### config.mk
export PLATFORM = sky130hd
export DESIGN_NAME = environment_sensor_compensation_unit
export DESIGN_NICKNAME = d
export VERILOG_FILES = /design/src/rtl/core/escu_pkg.sv /design/src/rtl/core/escu_cfg.sv /design/src/rtl/core/escu_div.sv /design/src/rtl/core/environment_sensor_compensation_unit.sv
export SDC_FILE = /design/constraint.sdc
export NUM_CORES = 2
export LEC_CHECK = 0
export BUFFER_PORTS_ARGS = -buffer_cell sky130_fd_sc_hd__buf_2
export CAP_MARGIN = 10
export CORE_UTILIZATION = 30
export DETAILED_ROUTE_END_ITERATION = 10
export PLACE_DENSITY = 0.46
export SKIP_LAST_GASP = 1
export SYNTH_ARGS = -nofsm -noshare
export SYNTH_HDL_FRONTEND = slang
export SYNTH_SLANG_ARGS = --single-unit
### constraint.sdc
create_clock -name clk_i -period 27.1 [get_ports clk_i]
set_input_delay 4.065 -clock clk_i [delete_from_list [all_inputs] [get_ports clk_i]]
set_output_delay 4.065 -clock clk_i [all_outputs]
set_load 0.01 [all_outputs]
### src/rtl/core/escu_pkg.sv
// shared types, constants and arithmetic helpers for the compensation unit
package escu_pkg;

  localparam int unsigned DataW  = 32;
  localparam int unsigned AddrW  = 6;
  localparam int unsigned ApbW   = 64;
  localparam int unsigned InW    = 64;
  localparam int unsigned OutW   = 72;
  localparam int unsigned NumRegs = 7;

  localparam logic [23:0] TempOff  = 24'h800000;
  localparam logic [23:0] PressOff = 24'h800000;
  localparam logic [15:0] HumOff   = 16'h8000;
  localparam logic [15:0] OffsetReset = 16'd2000;

  // register indexes
  typedef enum logic [2:0] {
    REG_TEMP_CAL    = 3'd0,
    REG_PRESS_CAL_A = 3'd1,
    REG_PRESS_CAL_B = 3'd2,
    REG_PRESS_CAL_C = 3'd3,
    REG_HUM_CAL_A   = 3'd4,
    REG_HUM_CAL_B   = 3'd5,
    REG_PRESS_TOFF  = 3'd6,
    REG_NONE        = 3'd7
  } reg_idx_e;

  // raw register contents as seen by the datapath
  typedef struct packed {
    logic [47:0] temp_cal;
    logic [63:0] press_cal_a;
    logic [63:0] press_cal_b;
    logic [15:0] press_cal_c;
    logic [39:0] hum_cal_a;
    logic [31:0] hum_cal_b;
    logic [15:0] press_toff;
  } cal_t;

  // sequencer steps
  typedef enum logic [5:0] {
    S_IDLE,
    S_T0, S_T1, S_T2, S_T3,
    S_P0, S_P1, S_P2, S_P3, S_P4, S_P5, S_P6, S_P7, S_P8,
    S_P9, S_P10, S_P11, S_P12, S_P13, S_P14, S_P15, S_P16,
    S_H0, S_H1, S_H2, S_H3, S_H4, S_H5, S_H6, S_H7, S_H8, S_H9,
    S_OUT
  } step_e;

  // floor shift
  function automatic logic signed [31:0] asr(input logic signed [31:0] a,
                                             input int unsigned n);
    return a >>> n;
  endfunction

  // shift toward zero
  function automatic logic signed [31:0] tsr(input logic signed [31:0] a,
                                             input int unsigned n);
    logic [31:0] mag;
    mag = 32'd0 - a;
    if (a[31]) begin
      return 32'd0 - (mag >> n);
    end
    return a >>> n;
  endfunction

endpackage

### src/rtl/core/escu_cfg.sv
// calibration register file behind the apb port
module escu_cfg (
  input  logic                          clk_i,
  input  logic                          rst_ni,
  input  logic                          psel,
  input  logic                          penable,
  input  logic                          pwrite,
  input  logic [escu_pkg::AddrW-1:0]    paddr,
  input  logic [escu_pkg::ApbW-1:0]     pwdata,
  output logic [escu_pkg::ApbW-1:0]     prdata,
  output logic                          pready,
  output escu_pkg::cal_t                cal_o
);

  escu_pkg::cal_t   cal_q;
  escu_pkg::reg_idx_e idx;
  logic             wr_en;

  assign idx   = escu_pkg::reg_idx_e'(paddr[5:3]);
  assign wr_en = psel & penable & pwrite;
  assign pready = 1'b1;
  assign cal_o = cal_q;

  // register writes
  always_ff @(posedge clk_i or negedge rst_ni) begin
    if (!rst_ni) begin
      cal_q.temp_cal    <= '0;
      cal_q.press_cal_a <= '0;
      cal_q.press_cal_b <= '0;
      cal_q.press_cal_c <= '0;
      cal_q.hum_cal_a   <= '0;
      cal_q.hum_cal_b   <= '0;
      cal_q.press_toff  <= escu_pkg::OffsetReset;
    end else if (wr_en) begin
      unique case (idx)
        escu_pkg::REG_TEMP_CAL:    cal_q.temp_cal    <= pwdata[47:0];
        escu_pkg::REG_PRESS_CAL_A: cal_q.press_cal_a <= pwdata;
        escu_pkg::REG_PRESS_CAL_B: cal_q.press_cal_b <= pwdata;
        escu_pkg::REG_PRESS_CAL_C: cal_q.press_cal_c <= pwdata[15:0];
        escu_pkg::REG_HUM_CAL_A:   cal_q.hum_cal_a   <= pwdata[39:0];
        escu_pkg::REG_HUM_CAL_B:   cal_q.hum_cal_b   <= pwdata[31:0];
        escu_pkg::REG_PRESS_TOFF:  cal_q.press_toff  <= pwdata[15:0];
        default: ;
      endcase
    end
  end

  // read mux
  always_comb begin
    prdata = '0;
    unique case (idx)
      escu_pkg::REG_TEMP_CAL:    prdata = {16'd0, cal_q.temp_cal};
      escu_pkg::REG_PRESS_CAL_A: prdata = cal_q.press_cal_a;
      escu_pkg::REG_PRESS_CAL_B: prdata = cal_q.press_cal_b;
      escu_pkg::REG_PRESS_CAL_C: prdata = {48'd0, cal_q.press_cal_c};
      escu_pkg::REG_HUM_CAL_A:   prdata = {24'd0, cal_q.hum_cal_a};
      escu_pkg::REG_HUM_CAL_B:   prdata = {32'd0, cal_q.hum_cal_b};
      escu_pkg::REG_PRESS_TOFF:  prdata = {48'd0, cal_q.press_toff};
      default:                   prdata = '0;
    endcase
  end

endmodule

### src/rtl/core/escu_div.sv
// radix-2 restoring unsigned divider, one quotient bit per cycle
module escu_div (
  input  logic                         clk_i,
  input  logic                         rst_ni,
  input  logic                         start_i,
  input  logic [escu_pkg::DataW-1:0]   dividend_i,
  input  logic [escu_pkg::DataW-1:0]   divisor_i,
  output logic                         done_o,
  output logic [escu_pkg::DataW-1:0]   quot_o
);

  localparam int unsigned W  = escu_pkg::DataW;
  localparam int unsigned CW = $clog2(W + 1);

  logic [CW-1:0] cnt_q, cnt_d;
  logic          busy_q, busy_d, done_q, done_d;
  logic [W:0]    rem_q, rem_d, rem_sh;
  logic [W-1:0]  quo_q, quo_d, dvs_q, dvs_d;

  assign done_o = done_q;
  assign quot_o = quo_q;
  assign rem_sh = {rem_q[W-1:0], quo_q[W-1]};

  // one compare and subtract per cycle
  always_comb begin
    cnt_d  = cnt_q;
    busy_d = busy_q;
    done_d = 1'b0;
    rem_d  = rem_q;
    quo_d  = quo_q;
    dvs_d  = dvs_q;
    if (start_i) begin
      cnt_d  = CW'(W);
      busy_d = 1'b1;
      rem_d  = '0;
      quo_d  = dividend_i;
      dvs_d  = divisor_i;
    end else if (busy_q) begin
      if (rem_sh >= {1'b0, dvs_q}) begin
        rem_d = rem_sh - {1'b0, dvs_q};
        quo_d = {quo_q[W-2:0], 1'b1};
      end else begin
        rem_d = rem_sh;
        quo_d = {quo_q[W-2:0], 1'b0};
      end
      cnt_d = cnt_q - 1'b1;
      if (cnt_q == CW'(1)) begin
        busy_d = 1'b0;
        done_d = 1'b1;
      end
    end
  end

  always_ff @(posedge clk_i or negedge rst_ni) begin
    if (!rst_ni) begin
      cnt_q  <= '0;
      busy_q <= 1'b0;
      done_q <= 1'b0;
    end else begin
      cnt_q  <= cnt_d;
      busy_q <= busy_d;
      done_q <= done_d;
    end
  end

  always_ff @(posedge clk_i) begin
    rem_q <= rem_d;
    quo_q <= quo_d;
    dvs_q <= dvs_d;
  end

endmodule

### src/rtl/core/environment_sensor_compensation_unit.sv
// top level: sequencer around one shared multiplier, divider and register file
//
// Compensates one raw temperature, pressure and humidity reading per item
// with the 32-bit integer formulas. When pressure is skipped (channel off
// or zero divisor) the sequencer runs 26 steps around the single registered
// 32x32 multiplier, the last one loading the result into the output
// register; a pressure division adds a wait on the bit-serial divider in
// step P11 and the final pressure terms in steps P12 to P16. The input is
// not ready while an item is in work; the finished result sits in an output
// register and the next item can be taken the cycle after it is loaded.
// Calibration is written through the APB port at byte address 8*index; the
// user must write it only while the unit is idle, as the block does not
// enforce this.
module environment_sensor_compensation_unit (
  input  logic                          clk_i,
  input  logic                          rst_ni,
  // raw_temp [23:0], raw_press [47:24], raw_hum [63:48]
  input  logic [escu_pkg::InW-1:0]      s_axis_tdata,
  input  logic                          s_axis_tvalid,
  output logic                          s_axis_tready,
  // temp_centi [15:0], temp_valid [16], press_pa [48:17], press_valid [49],
  // hum_q10 [66:50], hum_valid [67], zero fill [71:68]
  output logic [escu_pkg::OutW-1:0]     m_axis_tdata,
  output logic                          m_axis_tvalid,
  input  logic                          m_axis_tready,
  input  logic                          psel,
  input  logic                          penable,
  input  logic                          pwrite,
  input  logic [escu_pkg::AddrW-1:0]    paddr,
  input  logic [escu_pkg::ApbW-1:0]     pwdata,
  output logic [escu_pkg::ApbW-1:0]     prdata,
  output logic                          pready
);

  escu_pkg::cal_t  cal;
  escu_pkg::step_e st_q, st_d;

  logic [23:0] rt_q, rp_q;
  logic [15:0] rh_q;
  logic        ten, pen, hen;

  logic signed [31:0] r0_q, r0_d, r1_q, r1_d, r2_q, r2_d, r3_q, r3_d;
  logic signed [31:0] pr_q, mul_a, mul_b, mul_p;
  logic signed [31:0] ft_q, ft_d, ftw_q, ftw_d;
  logic signed [15:0] tc_q, tc_d;
  logic [31:0]        press_q, press_d;
  logic [16:0]        hum_q, hum_d;
  logic               pv_q, pv_d, dbl_q, dbl_d;
  logic               mv_q, mv_d;
  logic [escu_pkg::OutW-1:0] mdata_q, mdata_d;

  logic               div_start, div_done;
  logic [31:0]        div_dvd, div_q;

  // trims widened to 32-bit signed
  logic signed [31:0] t1w, t2w, t3w;
  logic signed [31:0] p1w, p2w, p3w, p4w, p5w, p6w, p7w, p8w, p9w, offw;
  logic signed [31:0] h1w, h2w, h3w, h4w, h5w, h6w;
  logic signed [31:0] adct, adcp, adch;

  // scratch for the longer steps
  logic signed [35:0] tnum, tsh;
  logic signed [31:0] tmp, hv;

  escu_cfg u_cfg (
    .clk_i   (clk_i),
    .rst_ni  (rst_ni),
    .psel    (psel),
    .penable (penable),
    .pwrite  (pwrite),
    .paddr   (paddr),
    .pwdata  (pwdata),
    .prdata  (prdata),
    .pready  (pready),
    .cal_o   (cal)
  );

  escu_div u_div (
    .clk_i      (clk_i),
    .rst_ni     (rst_ni),
    .start_i    (div_start),
    .dividend_i (div_dvd),
    .divisor_i  (r0_q),
    .done_o     (div_done),
    .quot_o     (div_q)
  );

  assign t1w  = {16'd0, cal.temp_cal[15:0]};
  assign t2w  = {{16{cal.temp_cal[31]}}, cal.temp_cal[31:16]};
  assign t3w  = {{16{cal.temp_cal[47]}}, cal.temp_cal[47:32]};
  assign p1w  = {16'd0, cal.press_cal_a[15:0]};
  assign p2w  = {{16{cal.press_cal_a[31]}}, cal.press_cal_a[31:16]};
  assign p3w  = {{16{cal.press_cal_a[47]}}, cal.press_cal_a[47:32]};
  assign p4w  = {{16{cal.press_cal_a[63]}}, cal.press_cal_a[63:48]};
  assign p5w  = {{16{cal.press_cal_b[15]}}, cal.press_cal_b[15:0]};
  assign p6w  = {{16{cal.press_cal_b[31]}}, cal.press_cal_b[31:16]};
  assign p7w  = {{16{cal.press_cal_b[47]}}, cal.press_cal_b[47:32]};
  assign p8w  = {{16{cal.press_cal_b[63]}}, cal.press_cal_b[63:48]};
  assign p9w  = {{16{cal.press_cal_c[15]}}, cal.press_cal_c};
  assign offw = {{16{cal.press_toff[15]}}, cal.press_toff};
  assign h1w  = {24'd0, cal.hum_cal_a[7:0]};
  assign h2w  = {{16{cal.hum_cal_a[23]}}, cal.hum_cal_a[23:8]};
  assign h3w  = {24'd0, cal.hum_cal_a[31:24]};
  assign h6w  = {{24{cal.hum_cal_a[39]}}, cal.hum_cal_a[39:32]};
  assign h4w  = {16'd0, cal.hum_cal_b[15:0]};
  assign h5w  = {{16{cal.hum_cal_b[31]}}, cal.hum_cal_b[31:16]};

  assign adct = {12'd0, rt_q[23:4]};
  assign adcp = {12'd0, rp_q[23:4]};
  assign adch = {16'd0, rh_q};
  assign ten  = (rt_q != escu_pkg::TempOff);
  assign pen  = (rp_q != escu_pkg::PressOff);
  assign hen  = (rh_q != escu_pkg::HumOff);

  // the shared multiplier, low 32 bits, registered
  assign mul_p = 32'(mul_a * mul_b);

  assign s_axis_tready = (st_q == escu_pkg::S_IDLE);
  assign m_axis_tvalid = mv_q;
  assign m_axis_tdata  = mdata_q;

  // sequencer: at most one multiply and a little add/shift work per step
  always_comb begin
    st_d      = st_q;
    r0_d      = r0_q;
    r1_d      = r1_q;
    r2_d      = r2_q;
    r3_d      = r3_q;
    ft_d      = ft_q;
    ftw_d     = ftw_q;
    tc_d      = tc_q;
    press_d   = press_q;
    hum_d     = hum_q;
    pv_d      = pv_q;
    dbl_d     = dbl_q;
    mv_d      = mv_q;
    mdata_d   = mdata_q;
    mul_a     = '0;
    mul_b     = '0;
    div_start = 1'b0;
    div_dvd   = pr_q;
    tnum      = '0;
    tsh       = '0;
    tmp       = '0;
    hv        = '0;

    if (mv_q && m_axis_tready) begin
      mv_d = 1'b0;
    end

    unique case (st_q)
      escu_pkg::S_IDLE: begin
        if (s_axis_tvalid) begin
          st_d = escu_pkg::S_T0;
        end
      end
      // temperature
      escu_pkg::S_T0: begin
        mul_a = escu_pkg::asr(adct, 3) - (t1w <<< 1);
        mul_b = t2w;
        r0_d  = escu_pkg::asr(adct, 4) - t1w;
        st_d  = escu_pkg::S_T1;
      end
      escu_pkg::S_T1: begin
        mul_a = r0_q;
        mul_b = r0_q;
        r1_d  = escu_pkg::asr(pr_q, 11);
        st_d  = escu_pkg::S_T2;
      end
      escu_pkg::S_T2: begin
        mul_a = escu_pkg::asr(pr_q, 12);
        mul_b = t3w;
        st_d  = escu_pkg::S_T3;
      end
      escu_pkg::S_T3: begin
        tmp   = r1_q + escu_pkg::asr(pr_q, 14);
        ftw_d = ten ? tmp : ft_q;
        ft_d  = ten ? tmp : ft_q;
        st_d  = escu_pkg::S_P0;
      end
      // saturated centidegrees and first pressure term
      escu_pkg::S_P0: begin
        tnum = 36'(ftw_q) * 36'sd5 + 36'sd128;
        tsh  = tnum >>> 8;
        if (tsh > 36'sd32767) begin
          tc_d = 16'sh7fff;
        end else if (tsh < -36'sd32768) begin
          tc_d = 16'sh8000;
        end else begin
          tc_d = tsh[15:0];
        end
        r0_d = escu_pkg::asr(ftw_q + offw, 1) - 32'sd64000;
        st_d = escu_pkg::S_P1;
      end
      escu_pkg::S_P1: begin
        mul_a = escu_pkg::asr(r0_q, 2);
        mul_b = escu_pkg::asr(r0_q, 2);
        st_d  = escu_pkg::S_P2;
      end
      escu_pkg::S_P2: begin
        mul_a = escu_pkg::asr(pr_q, 11);
        mul_b = p6w;
        st_d  = escu_pkg::S_P3;
      end
      escu_pkg::S_P3: begin
        r2_d  = pr_q;
        mul_a = r0_q;
        mul_b = p5w;
        st_d  = escu_pkg::S_P4;
      end
      escu_pkg::S_P4: begin
        r2_d  = r2_q + (pr_q <<< 1);
        mul_a = p2w;
        mul_b = r0_q;
        st_d  = escu_pkg::S_P5;
      end
      escu_pkg::S_P5: begin
        r2_d  = escu_pkg::tsr(r2_q, 2) + (p4w <<< 16);
        r3_d  = escu_pkg::tsr(pr_q, 1);
        mul_a = escu_pkg::tsr(r0_q, 2);
        mul_b = escu_pkg::tsr(r0_q, 2);
        st_d  = escu_pkg::S_P6;
      end
      escu_pkg::S_P6: begin
        mul_a = p3w;
        mul_b = escu_pkg::asr(pr_q, 13);
        st_d  = escu_pkg::S_P7;
      end
      escu_pkg::S_P7: begin
        r0_d = escu_pkg::tsr(escu_pkg::asr(pr_q, 3) + r3_q, 18);
        st_d = escu_pkg::S_P8;
      end
      escu_pkg::S_P8: begin
        mul_a = r0_q + 32'sd32768;
        mul_b = p1w;
        st_d  = escu_pkg::S_P9;
      end
      escu_pkg::S_P9: begin
        r0_d  = escu_pkg::tsr(pr_q, 15);
        mul_a = (32'sd1048576 - adcp) - escu_pkg::tsr(r2_q, 12);
        mul_b = 32'sd3125;
        st_d  = escu_pkg::S_P10;
      end
      // divide, or skip pressure on zero divisor or channel off
      escu_pkg::S_P10: begin
        if (!pen || r0_q == '0) begin
          pv_d    = 1'b0;
          press_d = '0;
          st_d    = escu_pkg::S_H0;
        end else begin
          div_start = 1'b1;
          div_dvd   = pr_q[31] ? pr_q : (pr_q <<< 1);
          dbl_d     = pr_q[31];
          st_d      = escu_pkg::S_P11;
        end
      end
      escu_pkg::S_P11: begin
        if (div_done) begin
          r1_d = dbl_q ? (div_q << 1) : div_q;
          st_d = escu_pkg::S_P12;
        end
      end
      escu_pkg::S_P12: begin
        mul_a = {3'd0, r1_q[31:3]};
        mul_b = {3'd0, r1_q[31:3]};
        st_d  = escu_pkg::S_P13;
      end
      escu_pkg::S_P13: begin
        mul_a = p9w;
        mul_b = {13'd0, pr_q[31:13]};
        st_d  = escu_pkg::S_P14;
      end
      escu_pkg::S_P14: begin
        r2_d  = escu_pkg::asr(pr_q, 12);
        mul_a = {2'd0, r1_q[31:2]};
        mul_b = p8w;
        st_d  = escu_pkg::S_P15;
      end
      escu_pkg::S_P15: begin
        r2_d = r2_q + escu_pkg::tsr(pr_q, 13) + p7w;
        st_d = escu_pkg::S_P16;
      end
      escu_pkg::S_P16: begin
        press_d = r1_q + escu_pkg::asr(r2_q, 4);
        pv_d    = 1'b1;
        st_d    = escu_pkg::S_H0;
      end
      // humidity
      escu_pkg::S_H0: begin
        r0_d = ftw_q - 32'sd76800;
        st_d = escu_pkg::S_H1;
      end
      escu_pkg::S_H1: begin
        mul_a = h5w;
        mul_b = r0_q;
        st_d  = escu_pkg::S_H2;
      end
      escu_pkg::S_H2: begin
        r1_d  = escu_pkg::asr((adch <<< 14) - (h4w <<< 20) - pr_q + 32'sd16384, 15);
        mul_a = r0_q;
        mul_b = h6w;
        st_d  = escu_pkg::S_H3;
      end
      escu_pkg::S_H3: begin
        r2_d  = escu_pkg::asr(pr_q, 10);
        mul_a = r0_q;
        mul_b = h3w;
        st_d  = escu_pkg::S_H4;
      end
      escu_pkg::S_H4: begin
        mul_a = r2_q;
        mul_b = escu_pkg::asr(pr_q, 11) + 32'sd32768;
        st_d  = escu_pkg::S_H5;
      end
      escu_pkg::S_H5: begin
        mul_a = escu_pkg::asr(pr_q, 10) + 32'sd2097152;
        mul_b = h2w;
        st_d  = escu_pkg::S_H6;
      end
      escu_pkg::S_H6: begin
        mul_a = r1_q;
        mul_b = escu_pkg::asr(pr_q + 32'sd8192, 14);
        st_d  = escu_pkg::S_H7;
      end
      escu_pkg::S_H7: begin
        r3_d  = pr_q;
        mul_a = escu_pkg::asr(pr_q, 15);
        mul_b = escu_pkg::asr(pr_q, 15);
        st_d  = escu_pkg::S_H8;
      end
      escu_pkg::S_H8: begin
        mul_a = escu_pkg::asr(pr_q, 7);
        mul_b = h1w;
        st_d  = escu_pkg::S_H9;
      end
      escu_pkg::S_H9: begin
        hv = r3_q - escu_pkg::asr(pr_q, 4);
        if (hv[31]) begin
          hv = '0;
        end else if (hv > 32'sd419430400) begin
          hv = 32'sd419430400;
        end
        hum_d = hv[28:12];
        st_d  = escu_pkg::S_OUT;
      end
      // load the output register once it is free
      escu_pkg::S_OUT: begin
        if (!mv_q || m_axis_tready) begin
          mv_d    = 1'b1;
          mdata_d = {4'd0, hen, hen ? hum_q : 17'd0, pv_q,
                     pv_q ? press_q : 32'd0, ten, ten ? tc_q : 16'sd0};
          st_d    = escu_pkg::S_IDLE;
        end
      end
      default: st_d = escu_pkg::S_IDLE;
    endcase
  end

  // control state
  always_ff @(posedge clk_i or negedge rst_ni) begin
    if (!rst_ni) begin
      st_q <= escu_pkg::S_IDLE;
      mv_q <= 1'b0;
      ft_q <= '0;
    end else begin
      st_q <= st_d;
      mv_q <= mv_d;
      ft_q <= ft_d;
    end
  end

  // datapath registers
  always_ff @(posedge clk_i) begin
    if (s_axis_tvalid && s_axis_tready) begin
      rt_q <= s_axis_tdata[23:0];
      rp_q <= s_axis_tdata[47:24];
      rh_q <= s_axis_tdata[63:48];
    end
    pr_q    <= mul_p;
    r0_q    <= r0_d;
    r1_q    <= r1_d;
    r2_q    <= r2_d;
    r3_q    <= r3_d;
    ftw_q   <= ftw_d;
    tc_q    <= tc_d;
    press_q <= press_d;
    hum_q   <= hum_d;
    pv_q    <= pv_d;
    dbl_q   <= dbl_d;
    mdata_q <= mdata_d;
  end

endmodule
# [Word level (Yosys, flattened, before mapping)]
# Index checks and enable logic that the tools add are counted.
[classes] addsub=36 n_mul=2 n_div=0 magnitude_cmp=4 eq_ne=46 n_shift=0 mux=69 n_bitwise=3 reduce_logical=30
[op_table] operator="2-to-1 mux 32 bit" count=27
[op_table] operator="one-hot mux 32 bit (20 select lines)" count=1
[op_table] operator="one-hot mux 32 bit (19 select lines)" count=1
[op_table] operator="one-hot mux 64 bit (7 select lines)" count=1
[op_table] operator="one-hot mux 6 bit (33 select lines)" count=1
[op_table] operator="one-hot mux 32 bit (6 select lines)" count=1
[op_table] operator="one-hot mux 32 bit (5 select lines)" count=1
[op_table] operator="one-hot mux 32 bit (2 select lines)" count=2
[op_table] operator="subtractor 1 x 32 -> 32 bit (first input constant)" count=4
[op_table] operator="adder 32 bit" count=3
[op_table] operator="equality test 6 x 5 -> 1 bit (second input constant)" count=16
[op_table] operator="one-hot mux 32 bit (3 select lines)" count=1
[op_table] operator="adder 32 x 16 -> 32 bit" count=2
[op_table] operator="subtractor 32 bit" count=2
[op_table] operator="subtractor 1 x 30 -> 31 bit (first input constant)" count=2
[op_table] operator="equality test 6 x 4 -> 1 bit (second input constant)" count=8
[op_table] operator="inequality test 24 bit (second input constant)" count=2
[op_table] operator="adder 36 x 9 -> 36 bit (second input constant)" count=1
[op_table] operator="multiplier 32 x 4 -> 36 bit (second input constant)" count=1
[op_table] operator="greater-or-equal comparator 33 x 32 -> 1 bit" count=1
[op_table] operator="adder 29 x 32 -> 32 bit" count=1
[op_table] operator="adder 32 x 15 -> 32 bit (second input constant)" count=1
[op_table] operator="adder 32 x 16 -> 32 bit (second input constant)" count=1
[op_table] operator="adder 32 x 17 -> 32 bit (second input constant)" count=1
[op_table] operator="55 further kinds" count=108
[totals] reg_bits=814 latchBits=0 ram_bits=0 romBits=0 in_bits=141 out_inout_bits=139 word_cells=225 mem_count=0

# [Depth between registers and ports, before layout]
[depth] word_depth=8 depth_mapped=53 ltp_nobuf=50

# [By module]
# Synthesis repeated with hierarchy kept, for this count alone.
[hier_totals] cells_unflattened=8716 area_unflattened_um2=80340.8
[modules_own_cells] module="environment_sensor_compensation_unit" instances=1 cells_per_inst=7221 area_per_inst_um2=61363.9 seq_area_each_um2=12396.9
[modules_own_cells] module="escu_cfg" instances=1 cells_per_inst=923 area_per_inst_um2=13136.3 seq_area_each_um2=7014.2
[modules_own_cells] module="escu_div" instances=1 cells_per_inst=572 area_per_inst_um2=5840.6 seq_area_each_um2=2762.6

# [Worst setup path before layout]
# Ideal clock, no wire load.
[synth_timing] kind="reg2reg" start="register r2_q[2]" end="register pr_q[31]" setup_time_ns=0.121 arrival_time_ns=12.202 required_time_ns=26.979 setup_slack_ns=14.777 stages_incl_launch_ff=48 n_path_buf=2 period_less_slack_ns=12.323 path_cell_list="edfxtp_1 > nor4_2 > nand4_2 > nor4b_1 > nor2b_1 > nand2b_1 > or3_1 > clkbuf_1 > or3_1 > clkbuf_1 > or3_1 > mux2i_1 > nand2_1 > xor2_1 > ha_1 > or2_2 > a21oi_1 > a31oi_1 > [... 12 more ...] > fa_1 > inv_1 > fa_1 > fa_1 > inv_1 > fa_1 > xor2_1 > xnor2_1 > xnor2_1 > xnor2_1 > xnor2_1 > xnor2_1 > xnor2_1 > xnor3_1 > xnor3_1 > xnor3_1 > xnor2_1 > xnor2_1"
[synth_between] elab_chain_cells=8
[synth_rtl] item="from (decl)" line="environment_sensor_compensation_unit.sv:42" rtl="logic signed [31:0] r0_q, r0_d, r1_q, r1_d, r2_q, r2_d, r3_q, r3_d;"
[synth_rtl] item="from (signal assigned)" line="environment_sensor_compensation_unit.sv:382" rtl="r2_q <= r2_d;"
[synth_rtl] item="subtractor 1 x 32 -> 32 bit" line="escu_pkg.sv:59" rtl="mag = 32'd0 - a;"
[synth_rtl] item="subtractor 1 x 20 -> 21 bit" line="escu_pkg.sv:61" rtl="return 32'd0 - (mag >> n);"
[synth_rtl] item="2-to-1 mux 32 bit" line="escu_pkg.sv:60" rtl="if (a[31]) begin"
[synth_rtl] item="2-to-1 mux 32 bit" line="escu_pkg.sv:63" rtl="return a >>> n;"
[synth_rtl] item="2-to-1 mux 32 bit" line="environment_sensor_compensation_unit.sv:151" rtl="unique case (st_q)"
[synth_rtl] item="subtractor 22 x 32 -> 32 bit" line="environment_sensor_compensation_unit.sv:240" rtl="mul_a = (32'sd1048576 - adcp) - escu_pkg::tsr(r2_q, 12);"
[synth_rtl] item="one-hot mux 32 bit (19 select lines) *" line="environment_sensor_compensation_unit.sv:151"
[synth_rtl] item="multiplier 32 x 32 -> 32 bit *" line="environment_sensor_compensation_unit.sv:116" rtl="assign mul_p = 32'(mul_a * mul_b);"
[synth_rtl] item="named net mul_p[31]" line="environment_sensor_compensation_unit.sv:43" rtl="logic signed [31:0] pr_q, mul_a, mul_b, mul_p;"
[synth_rtl] item="to (signal assigned)" line="environment_sensor_compensation_unit.sv:379" rtl="pr_q <= mul_p;"
[synth_rtl] item="to (decl)" line="environment_sensor_compensation_unit.sv:43"
# The timed path passes the listed nets; every way through them passes the cells marked *. The select of a mux whose other input is x is not followed.
# A chain may end at the register's enable or synchronous reset.

# [Worst setup path after layout]
[layout_timing] start="register r2_q[3]" end="register pr_q[31]"
# Same word-level chain as after synthesis.

==> results summary <==
The flow ran to the end, but the final reports show violations. The checks that failed: max-capacitance violations, max-slew violations. The effective utilization at floorplan came out at 30.27%. The setup TNS is 0 ps.

After the last flow step, the layout net total stands at 10120. The number of endpoints with negative hold slack in the final report came out at 0. Routability-driven placement finished with a final weighted congestion of 0.9853.

The number of iterations in the first detailed-routing pass is 10. The path with the worst hold slack has its endpoint at u_div.rem_q[31]$_SDFFE_PP0P_. The ratio of routed vias to standard cells is 5.679. After technology mapping, the gate count stands at 8738. The number of buffers inserted for hold repair after clock tree synthesis came out at 0. Setup repair after global routing left no endpoint under its margin. The worst register-to-register path ends at pr_q[31]$_DFF_P_. The die height is 517.4 um. The total number of H-tree levels is 3. By area the synthesized netlist is led by edfxtp_1 16%, fa_1 12%, dfrtp_1 10%. For this run, the leading register cell type out of synthesis is edfxtp_1.

The final critical-path share of the clock period is 53.88%. The top-level I/O count is 280. The largest net degree at the start of global routing came out at 97. The buffer levels on the longest clock path came out at 3. Leaving out fill and tap cells, the most frequent cell in the layout is inv_1. The relative slew slack is -3.835%.

The number of warnings reported in the yosys synthesis log came out at 0. The cell area after synthesis is 79680 um2. The CTS buffer count is 104. Of all cell types, the one taking the most synthesized area is edfxtp_1. The area share of the largest cell type after synthesis came out at 15.94%. The adder-cell area share of the yosys netlist came out at 21.44%. The simple-gate share of the synthesized area came out at 15.28%. STA classifies the critical path endpoint as a flip-flop.

The layout overhead on the synthesized area came out at 12.49%. The part of the Yosys area used for sequential elements is 27.83%. The number of flops mapped to enable cells by yosys came out at 423. The transition time at the pin with the least slew margin is 1558 ps. The final antenna-violating net count is 0. The arrival time at the worst endpoint is 15260 ps. Leaving out fill and tap cells, the most frequent cells in the layout are 842 x inv_1, 760 x nor2_1, 668 x nand2_1. At the later pin of the worst-skew pair, clock insertion delay measures 850 ps.

The wire length after detailed routing is 371800 um. The first global-routing pass estimated 523800 um of wire. By area, the combinational part of the netlist is dominated by adder cells. The number of instances on the worst hold path is 2. The clock tree from TritonCTS is yes. The cell row count came out at 188. The max-capacitance violation count is 1. The fraction of registers with async set/reset came out at 40.17%. The worst setup path is of the reg -> reg kind. The count of filler cells inserted in the layout came out at 27130. The initial antenna violation count came out at 49. The synthesis-stage register bit count came out at 814. The half-perimeter wire length after placement is 282200 um. The post-cts gate resize count came out at 0. The utilization after layout is 34.05%. Global routing finished with a remaining overflow of 0. The detailed router's first-iteration violation count is 7866.

The via count of the first global-routing pass is 69130. The number of cells on the worst reg-to-reg path came out at 46. The share of post-route cells with drive strength above 1 is 13.47%.

The mean post-synth cell area is 9.119 um2. The minimum period implied by the final worst setup slack came out at 14600 ps. The origin of the critical flop-to-flop path is r2_q[3]$_DFFE_PP_. The post-synthesis mux area share came out at 6.069%. The average routed wire per standard cell came out at 29.71 um. The final-layout worst hold slack came out at 473.7 ps. The count of endpoints failing setup in the final report came out at 0. The delay of the slowest cell on the worst path came out at 850 ps.

The total count of max-transition violations in the final report is 4. The DRC violation count after routing is 0. In this run the horizontal extent of the chip is 517.4 um. The slowest stage of the critical path is the nor3_1 cell. The floorplan step defined a die boundary enclosing 267700 um2. The post-synthesis cell type count is 112. The clock net sink count is 814. The fraction of synthesized cell area in xor and xnor cells is 6.769%. In this run the worst hold path is classified as reg -> reg. The overall fraction of global-route tracks in use came out at 27.35%. The number of buffer cells added on primary ports came out at 271. The highest attainable clock frequency is 0.06849 GHz. The worst min-delay path startpoint is u_div.rem_q[31]$_SDFFE_PP0P_. The final clock skew is 128.6 ps. The CTS root buffer is clkbuf_16. The worst register-to-register path has a setup slack of 12500 ps.

The critical-path maximum fanout is 9. Clock-pin slew was measured on the worst setup and hold paths at 70 ps. The routed layout has 71070 vias. The number of buffers inserted by post-CTS setup repair is 0.

The synthesized-area fraction occupied by ao, oa, aoi and oai cells is 16.39%. The standard cell core area is 263200 um2. The required time of the critical path came out at 27760 ps. STA classifies the critical path startpoint as a flip-flop.
[sequential cells by signal (all words and copies together) (netlist names), 6 cells and up]
name          count
u_cfg.cal_o     280
m_axis_tdata     68
ft_q             32
ftw_q            32
pr_q             32
press_q          32
r0_q             32
r1_q             32
r2_q             32
r3_q             32
u_div.dvs_q      32
u_div.quot_o     32
u_div.rem_q      32
rp_q             24
rt_q             24
hum_q            17
rh_q             16
tc_q             16
st_q              6
u_div.cnt_q       6
[Yosys cell counts (32+ instances only)]
cell type	n
xor2_1	164
and3_1	83
inv_1	843
nand2b_1	101
mux2i_1	115
ha_1	623
nand2_1	670
a222oi_1	46
buf_1	43
a21boi_0	38
mux2_2	312
nor2_1	783
o21a_1	57
and2_1	83
a31oi_1	60
a221oi_1	79
o21bai_1	52
a21oi_1	436
or2_2	83
o21ai_0	427
a22o_1	55
o22ai_1	39
o31ai_1	32
nor4_1	68
edfxtp_1	423
xnor2_1	437
a211oi_1	64
nand3_1	145
clkbuf_1	386
fa_1	464
or3_1	65
nand4_1	72
a22oi_1	153
nor2b_1	81
dfxtp_1	64
o221ai_1	47
nor3_1	169
dfrtp_1	321
a21o_1	122
[layout make-up]
type,instances,area [um2],area share [%]
Sequential cell,814,22180,24.75
Multi-Input combinational cell,6619,52980,59.11
Tap cell,3515,4398,4.907
Timing Repair Buffer,493,3063,3.417
Clock inverter,67,898.4,1.002
Clock buffer,130,2843,3.172
Inverter,861,3232,3.606
Antenna cell,16,40.04,0.04467
[worst max-delay path, delay by kind of cell, from the launching register on]
family	cells	cell delay (ps)
simple gates	16	5640
mux	1	240
fa+ha+maj	9	4340
flops	1	550
xor+xnor	13	2840
compound gates	3	570
buf+inv	4	220
[through the flow]
step	area, um2	worst slack, ps	cells
finish	89630	12500	12520
global route	89600	11620	12500
CTS	89590	12590	12500
detailed placement	85840	12650	12300
global placement	85840	12740	12300
floorplan	79690	14780	8741
[worst max-delay path by stage]
stage / startpoint / to / slack (ps) / cells past startpoint
2_1_floorplan: r2_q[2]$_DFFE_PP_ / pr_q[31]$_DFF_P_ / 14780 / 47
3_3_place_gp: r2_q[3]$_DFFE_PP_ / pr_q[31]$_DFF_P_ / 12740 / 47
3_5_place_dp: r2_q[3]$_DFFE_PP_ / pr_q[31]$_DFF_P_ / 12650 / 47
4_1_cts: r2_q[3]$_DFFE_PP_ / pr_q[31]$_DFF_P_ / 12590 / 47
5_1_grt: r2_q[3]$_DFFE_PP_ / pr_q[31]$_DFF_P_ / 11620 / 47
6_report: r2_q[3]$_DFFE_PP_ / pr_q[31]$_DFF_P_ / 12500 / 46
[cell families (layout without fill, tap and decap cells)]
logic type      count (synthesis)  count (layout)
simple gates                 2537            2537
xor+xnor                      607             607
other cells                     2              21
mux                           435             435
flops                         814             814
buf+inv                      1308            1551
fa+ha+maj                    1087            1087
compound gates               1948            1948
[layer usage]
metal	GRT usage [%]	share of wire, %	vias up
met3	5.703	8.4	828
li1	-	-	31200
met4	16.09	6.8	24
met1	36.79	43	35560
met2	40.24	42	3460
met5	0	0.040	-
Power is left out: the tool's default activity adds up to more than one toggle a clock period on the data nets, which glitch-free logic cannot reach.
